==> config.mk <==
export PLATFORM = sky130hd
export DESIGN_NAME = vefq_ctrl
export DESIGN_NICKNAME = d
export VERILOG_FILES = /design/src/sv/vefq_pkg.sv /design/src/sv/vefq_ctrl.sv
export SDC_FILE = /design/constraint.sdc
export NUM_CORES = 1
export LEC_CHECK = 0
export BUFFER_PORTS_ARGS = -buffer_cell sky130_fd_sc_hd__buf_2
export CORE_AREA = 5 5 42 44
export CTS_CLUSTER_DIAMETER = 40
export DETAILED_ROUTE_END_ITERATION = 8
export DIE_AREA = 0 0 47 49
export SLEW_MARGIN = 20
export SYNTH_ARGS = -nofsm -noshare
export SYNTH_HDL_FRONTEND = slang
export SYNTH_SLANG_ARGS = --single-unit
==> constraint.sdc <==
create_clock -name clock -period 1 [get_ports clock]
set_input_delay 0.1 -clock clock [delete_from_list [all_inputs] [get_ports clock]]
set_output_delay 0.1 -clock clock [all_outputs]
set_load 0.1 [all_outputs]
==> src/sv/vefq_pkg.sv <==
// Shared types and constants for the voxel exposed-face query core.
// Used by vefq_ctrl, vefq_datapath and voxel_exposed_face_query_core.
package vefq_pkg;

   // Field widths of the request and response transactions
   localparam int OPCODE_W = 1;
   localparam int POS_X_W  = 3;
   localparam int POS_Y_W  = 3;
   localparam int POS_Z_W  = 5;
   localparam int COLOR_W  = 2;
   localparam int MASK_W   = 6;
   localparam int COUNT_W  = 3;

   localparam int REQ_TDATA_W = 16;
   localparam int RSP_TDATA_W = 16;

   // Largest coordinate a neighbor can take (one past the field range)
   localparam int NBR_X_MAX = 8;
   localparam int NBR_Y_MAX = 8;
   localparam int NBR_Z_MAX = 32;

   localparam int NBR_X_W = 4;
   localparam int NBR_Y_W = 4;
   localparam int NBR_Z_W = 6;

   // Opcodes
   localparam logic [OPCODE_W-1:0] OP_WRITE = 1'b0;
   localparam logic [OPCODE_W-1:0] OP_QUERY = 1'b1;

   localparam logic [COLOR_W-1:0] COLOR_EMPTY = 2'd0;

   // Lookup sequence: center first, then the six neighbors
   localparam int STEP_W = 3;
   localparam logic [STEP_W-1:0] STEP_CENTER = 3'd0;
   localparam logic [STEP_W-1:0] STEP_LEFT   = 3'd1;
   localparam logic [STEP_W-1:0] STEP_RIGHT  = 3'd2;
   localparam logic [STEP_W-1:0] STEP_TOP    = 3'd3;
   localparam logic [STEP_W-1:0] STEP_BOTTOM = 3'd4;
   localparam logic [STEP_W-1:0] STEP_FRONT  = 3'd5;
   localparam logic [STEP_W-1:0] STEP_BACK   = 3'd6;

   // Bit positions in the face mask
   localparam int FACE_LEFT   = 0;
   localparam int FACE_RIGHT  = 1;
   localparam int FACE_TOP    = 2;
   localparam int FACE_BOTTOM = 3;
   localparam int FACE_FRONT  = 4;
   localparam int FACE_BACK   = 5;

   typedef enum logic [2:0] {
      ST_CLEAR,
      ST_IDLE,
      ST_WRITE,
      ST_LOOKUP,
      ST_DRAIN,
      ST_RESULT
   } ctrl_state_type;

   typedef struct packed {
      logic clear;    // zero one store entry
      logic load;     // capture the request transaction
      logic write;    // store the captured color
      logic lookup;   // issue one store read of the lookup sequence
      logic publish;  // move the finished result into the response register
   } dp_cmd_type;

   typedef struct packed {
      logic clear_last;  // last entry of the clearing pass
      logic step_last;   // back neighbor is being read
      logic out_free;    // response register can take a result this cycle
   } dp_status_type;

endpackage

==> src/sv/vefq_ctrl.sv <==
// Controller for the voxel exposed-face query core: sequences clearing,
// writes, lookups and result hand-off. Uses vefq_pkg types.
module vefq_ctrl (
   input  logic                   clock,
   input  logic                   reset,
   input  logic                   req_tvalid,
   output logic                   req_tready,
   input  logic                   req_is_query,
   input  vefq_pkg::dp_status_type status,
   output vefq_pkg::dp_cmd_type    cmd
);

   vefq_pkg::ctrl_state_type state_ff, state_in;

   always_ff @(posedge clock) begin
      if (reset) begin
         state_ff <= vefq_pkg::ST_CLEAR;
      end else begin
         state_ff <= state_in;
      end
   end

   always_comb begin
      state_in = state_ff;
      case (state_ff)
         vefq_pkg::ST_CLEAR: begin
            if (status.clear_last) state_in = vefq_pkg::ST_IDLE;
         end
         vefq_pkg::ST_IDLE: begin
            if (req_tvalid) begin
               state_in = req_is_query ? vefq_pkg::ST_LOOKUP : vefq_pkg::ST_WRITE;
            end
         end
         vefq_pkg::ST_WRITE: begin
            state_in = vefq_pkg::ST_IDLE;
         end
         vefq_pkg::ST_LOOKUP: begin
            if (status.step_last) state_in = vefq_pkg::ST_DRAIN;
         end
         vefq_pkg::ST_DRAIN: begin
            state_in = vefq_pkg::ST_RESULT;
         end
         vefq_pkg::ST_RESULT: begin
            if (status.out_free) state_in = vefq_pkg::ST_IDLE;
         end
         default: begin
            state_in = vefq_pkg::ST_IDLE;
         end
      endcase
   end

   always_comb begin
      cmd        = '0;
      req_tready = 1'b0;
      case (state_ff)
         vefq_pkg::ST_CLEAR: begin
            cmd.clear = 1'b1;
         end
         vefq_pkg::ST_IDLE: begin
            req_tready = 1'b1;
            cmd.load   = req_tvalid;
         end
         vefq_pkg::ST_WRITE: begin
            cmd.write = 1'b1;
         end
         vefq_pkg::ST_LOOKUP: begin
            cmd.lookup = 1'b1;
         end
         vefq_pkg::ST_RESULT: begin
            cmd.publish = status.out_free;
         end
         default: begin
            cmd = '0;
         end
      endcase
   end

endmodule

==> results.py <==
metrics = {
    "pwr": {
        "ir_drop_v": 0.0006851,
        "p_int_mw": 0.4623,
        "power_leakage_nw": 0.2389,
        "powerDensity_nw_per_um2": 1414,
        "seqPwrFrac_pct": 18.3,
        "p_sw_mw": 0.2947,
        "switching_share_pct": 38.92,
        "share_comb_of_total_power_pct": 54.0,
        "power.share.clock_pct": 27.8,
    },
    "clock_tree": {
        "cts_tree": "done",
        "cts.sinks": 3,
        "numCtsBuffers": 3,
        "clk_latency_ps": 230,
        "cts.path.max_buffers": 2,
        "clk_pin_slew_ps": 40,
        "hold_buffers": 0,
        "htreeDepth": 1,
        "cts_root_buffer": "clkbuf_4",
    },
    "routing": {
        "routed_wirelength_um": 658,
        "wire_per_inst_um": 10.44,
        "drt_first_pass_iters": 2,
        "drc": 0,
        "vias": 256,
        "ant_nets": 0,
        "viasPerCell": 4.063,
        "drt_iter0_markers": 1,
    },
    "cells_and_area": {
        "top_register": "state_ff",
        "largest_reg_flops": 3,
        "post-route-util_pct": 38.21,
        "register_area_um2": 68.82,
        "reg.largest.list": "state_ff: 3 flops",
        "multiInputGateArea_um2": 180.2,
        "layout.nets": 55,
        "antennaDiodeCount": 0,
        "n_fill_cell": 148,
        "layout_common_cells": "buf_2, buf_12, buf_4",
        "drive_above_1_share_pct": 80.85,
        "syn2layout_area_growth_pct": 169.2,
    },
    "synth": {
        "synthTopCellsByArea": "dfxtp_1, nor2b_4, nor3b_1",
        "netlist_area_um2": 198.9,
        "synthCells": 22,
        "yosysWarnings": 0,
        "ys_seq_area_share_pct": 30.19,
        "synth_top_cell_by_area": "dfxtp_1",
        "yosysTopAreaCellShare_pct": 30.19,
        "syn_avg_cell_area_um2": 9.043,
        "synth_fp_nets": 29,
        "ys_ff_latch": 3,
        "synthDistinctLibCells": 14,
    },
    "place": {
        "pre_cts_slack_ps": -47.68,
        "place_hpwl_um": 522.4,
        "gp_congestion": 0.7032,
        "port_buffers": 12,
    },
    "worst_setup_path": {
        "cp-start-kind": "register",
        "endpoint_kind": "output pin",
        "worstPathRequired_ps": 900,
        "path_max_fanout": 4,
        "critPathKind": "register to output pin",
        "worst-endpoint-arrival_ps": 1180,
    },
    "sta": {
        "setup_viol": 8,
        "worst_pin_slew_ps": 190.2,
        "setup_ws_ps": -283.2,
        "fin_skew_ps": 5.822,
        "relSlewSlack_pct": 87.28,
        "rsz0062_at_grt": "yes",
        "fmax_mhz": 779.3,
        "drv_slew": 0,
        "hold_ws_ps": 52.14,
        "post-route-period-util_pct": 128.3,
        "layout_min_cycle_time_ps": 1283,
        "hold_viol_final": 0,
    },
    "die": {
        "die_area_um2": 2303,
        "die_w_um": 47,
        "rows": 14,
        "die_h_um": 49,
        "start_util_pct": 14.20,
        "ios": 13,
        "fp.coreArea_um2": 1401,
    },
    "global_route": {
        "grt_antenna_before_repair": 0,
        "grt-ovfl-total": 0,
        "grt_pass1_vias": 286,
        "grt_pass1_wl_mm": 1.083,
        "grt_max_degree": 6,
        "gr-usage-all-layers_pct": 6.342,
    },
    "run": {
        "drv_cap": 0,
    },
    "min_path": {
        "hold_class": "input pin to register",
    },
    "status": {
        "failed_checks": "negative setup slack",
        "outcome": "finished with violations",
    },
}
-- routing by layer --
layer  share of wire [%]  global-route usage [%]  up-vias
met1                  37                   7.048      119
met4                   0                       0        0
li1                    -                       -      129
met3                 6.5                   3.321        0
met2                  56                   11.09        8
met5                   0                       0        -
-- metrics by stage --
step,power (mW),std cells,setup TNS [ps],cell area (µm²)
2_1_floorplan,0.3670,22,-2169,241.5
3_3_place_gp,0.5134,57,-38.97,460.4
3_5_place_dp,0.5174,57,-102.2,460.4
4_1_cts,0.7576,63,-1545,519.2
5_1_grt,0.8001,63,-1853,535.5
6_report,0.7570,63,-1505,535.5
-- synth_stat cells --
| library cell | instances |
|---|---|
| and2_1 | 2 |
| o22ai_1 | 1 |
| nand3_1 | 1 |
| nand2_1 | 2 |
| a21oi_1 | 2 |
| nor2_1 | 1 |
| nand3b_1 | 1 |
| o21ba_1 | 1 |
| nor3_1 | 1 |
| nor2b_4 | 2 |
| nor3b_1 | 3 |
| dfxtp_1 | 3 |
| buf_6 | 1 |
| o211a_1 | 1 |
-- worst max-delay path: stages (launching register included) --
cell,delay [ps]
dfxtp_4,350
nor2b_4,140
nor2b_4,150
and2_4,150
buf_12,160
-- timing repair --
action                                  in CTS  in global routing
pin swaps                                    5                  4
endpoints found under the hold margin        0                  0
endpoints found under the setup margin       6                  9
buffers inserted                             2                  0
resized for setup                            6                  4
-- path summary, 6_finish.rpt --
kind	startpoint	endpoint	slack, ps	depth (start not counted)
setup / recovery	state_ff[0]	cmd[3]	-280	4
hold / removal	reset	state_ff[2]	50	2
setup reg to reg	state_ff[0]	state_ff[1]	-30	5
hold reg to reg	state_ff[0]	state_ff[0]	640	3
-- final cells by class --
cell class,instances,share of cell area [%]
multi-input combinational,18,33.64
timing repair buffer,22,44.86
sequential,3,12.85
clock buffer,4,4.907
tap,16,3.738
-- logic make-up after synthesis --
family	share of synthesized area (%)
buffers and inverters	5.660
AOI/OAI and AO/OA	18.24
and+or+nand+nor	45.91
DFF	30.19
-- power groups by stage --
stage	logic (mW)	registers [mW]	clock network [mW]
final	0.408	0.138	0.210
after global routing	0.426	0.140	0.235
after CTS	0.404	0.138	0.216
after detailed placement	0.376	0.141	0
after global placement	0.373	0.140	0
after floorplan	0.219	0.148	0
Power figures use the tool's default switching activity.
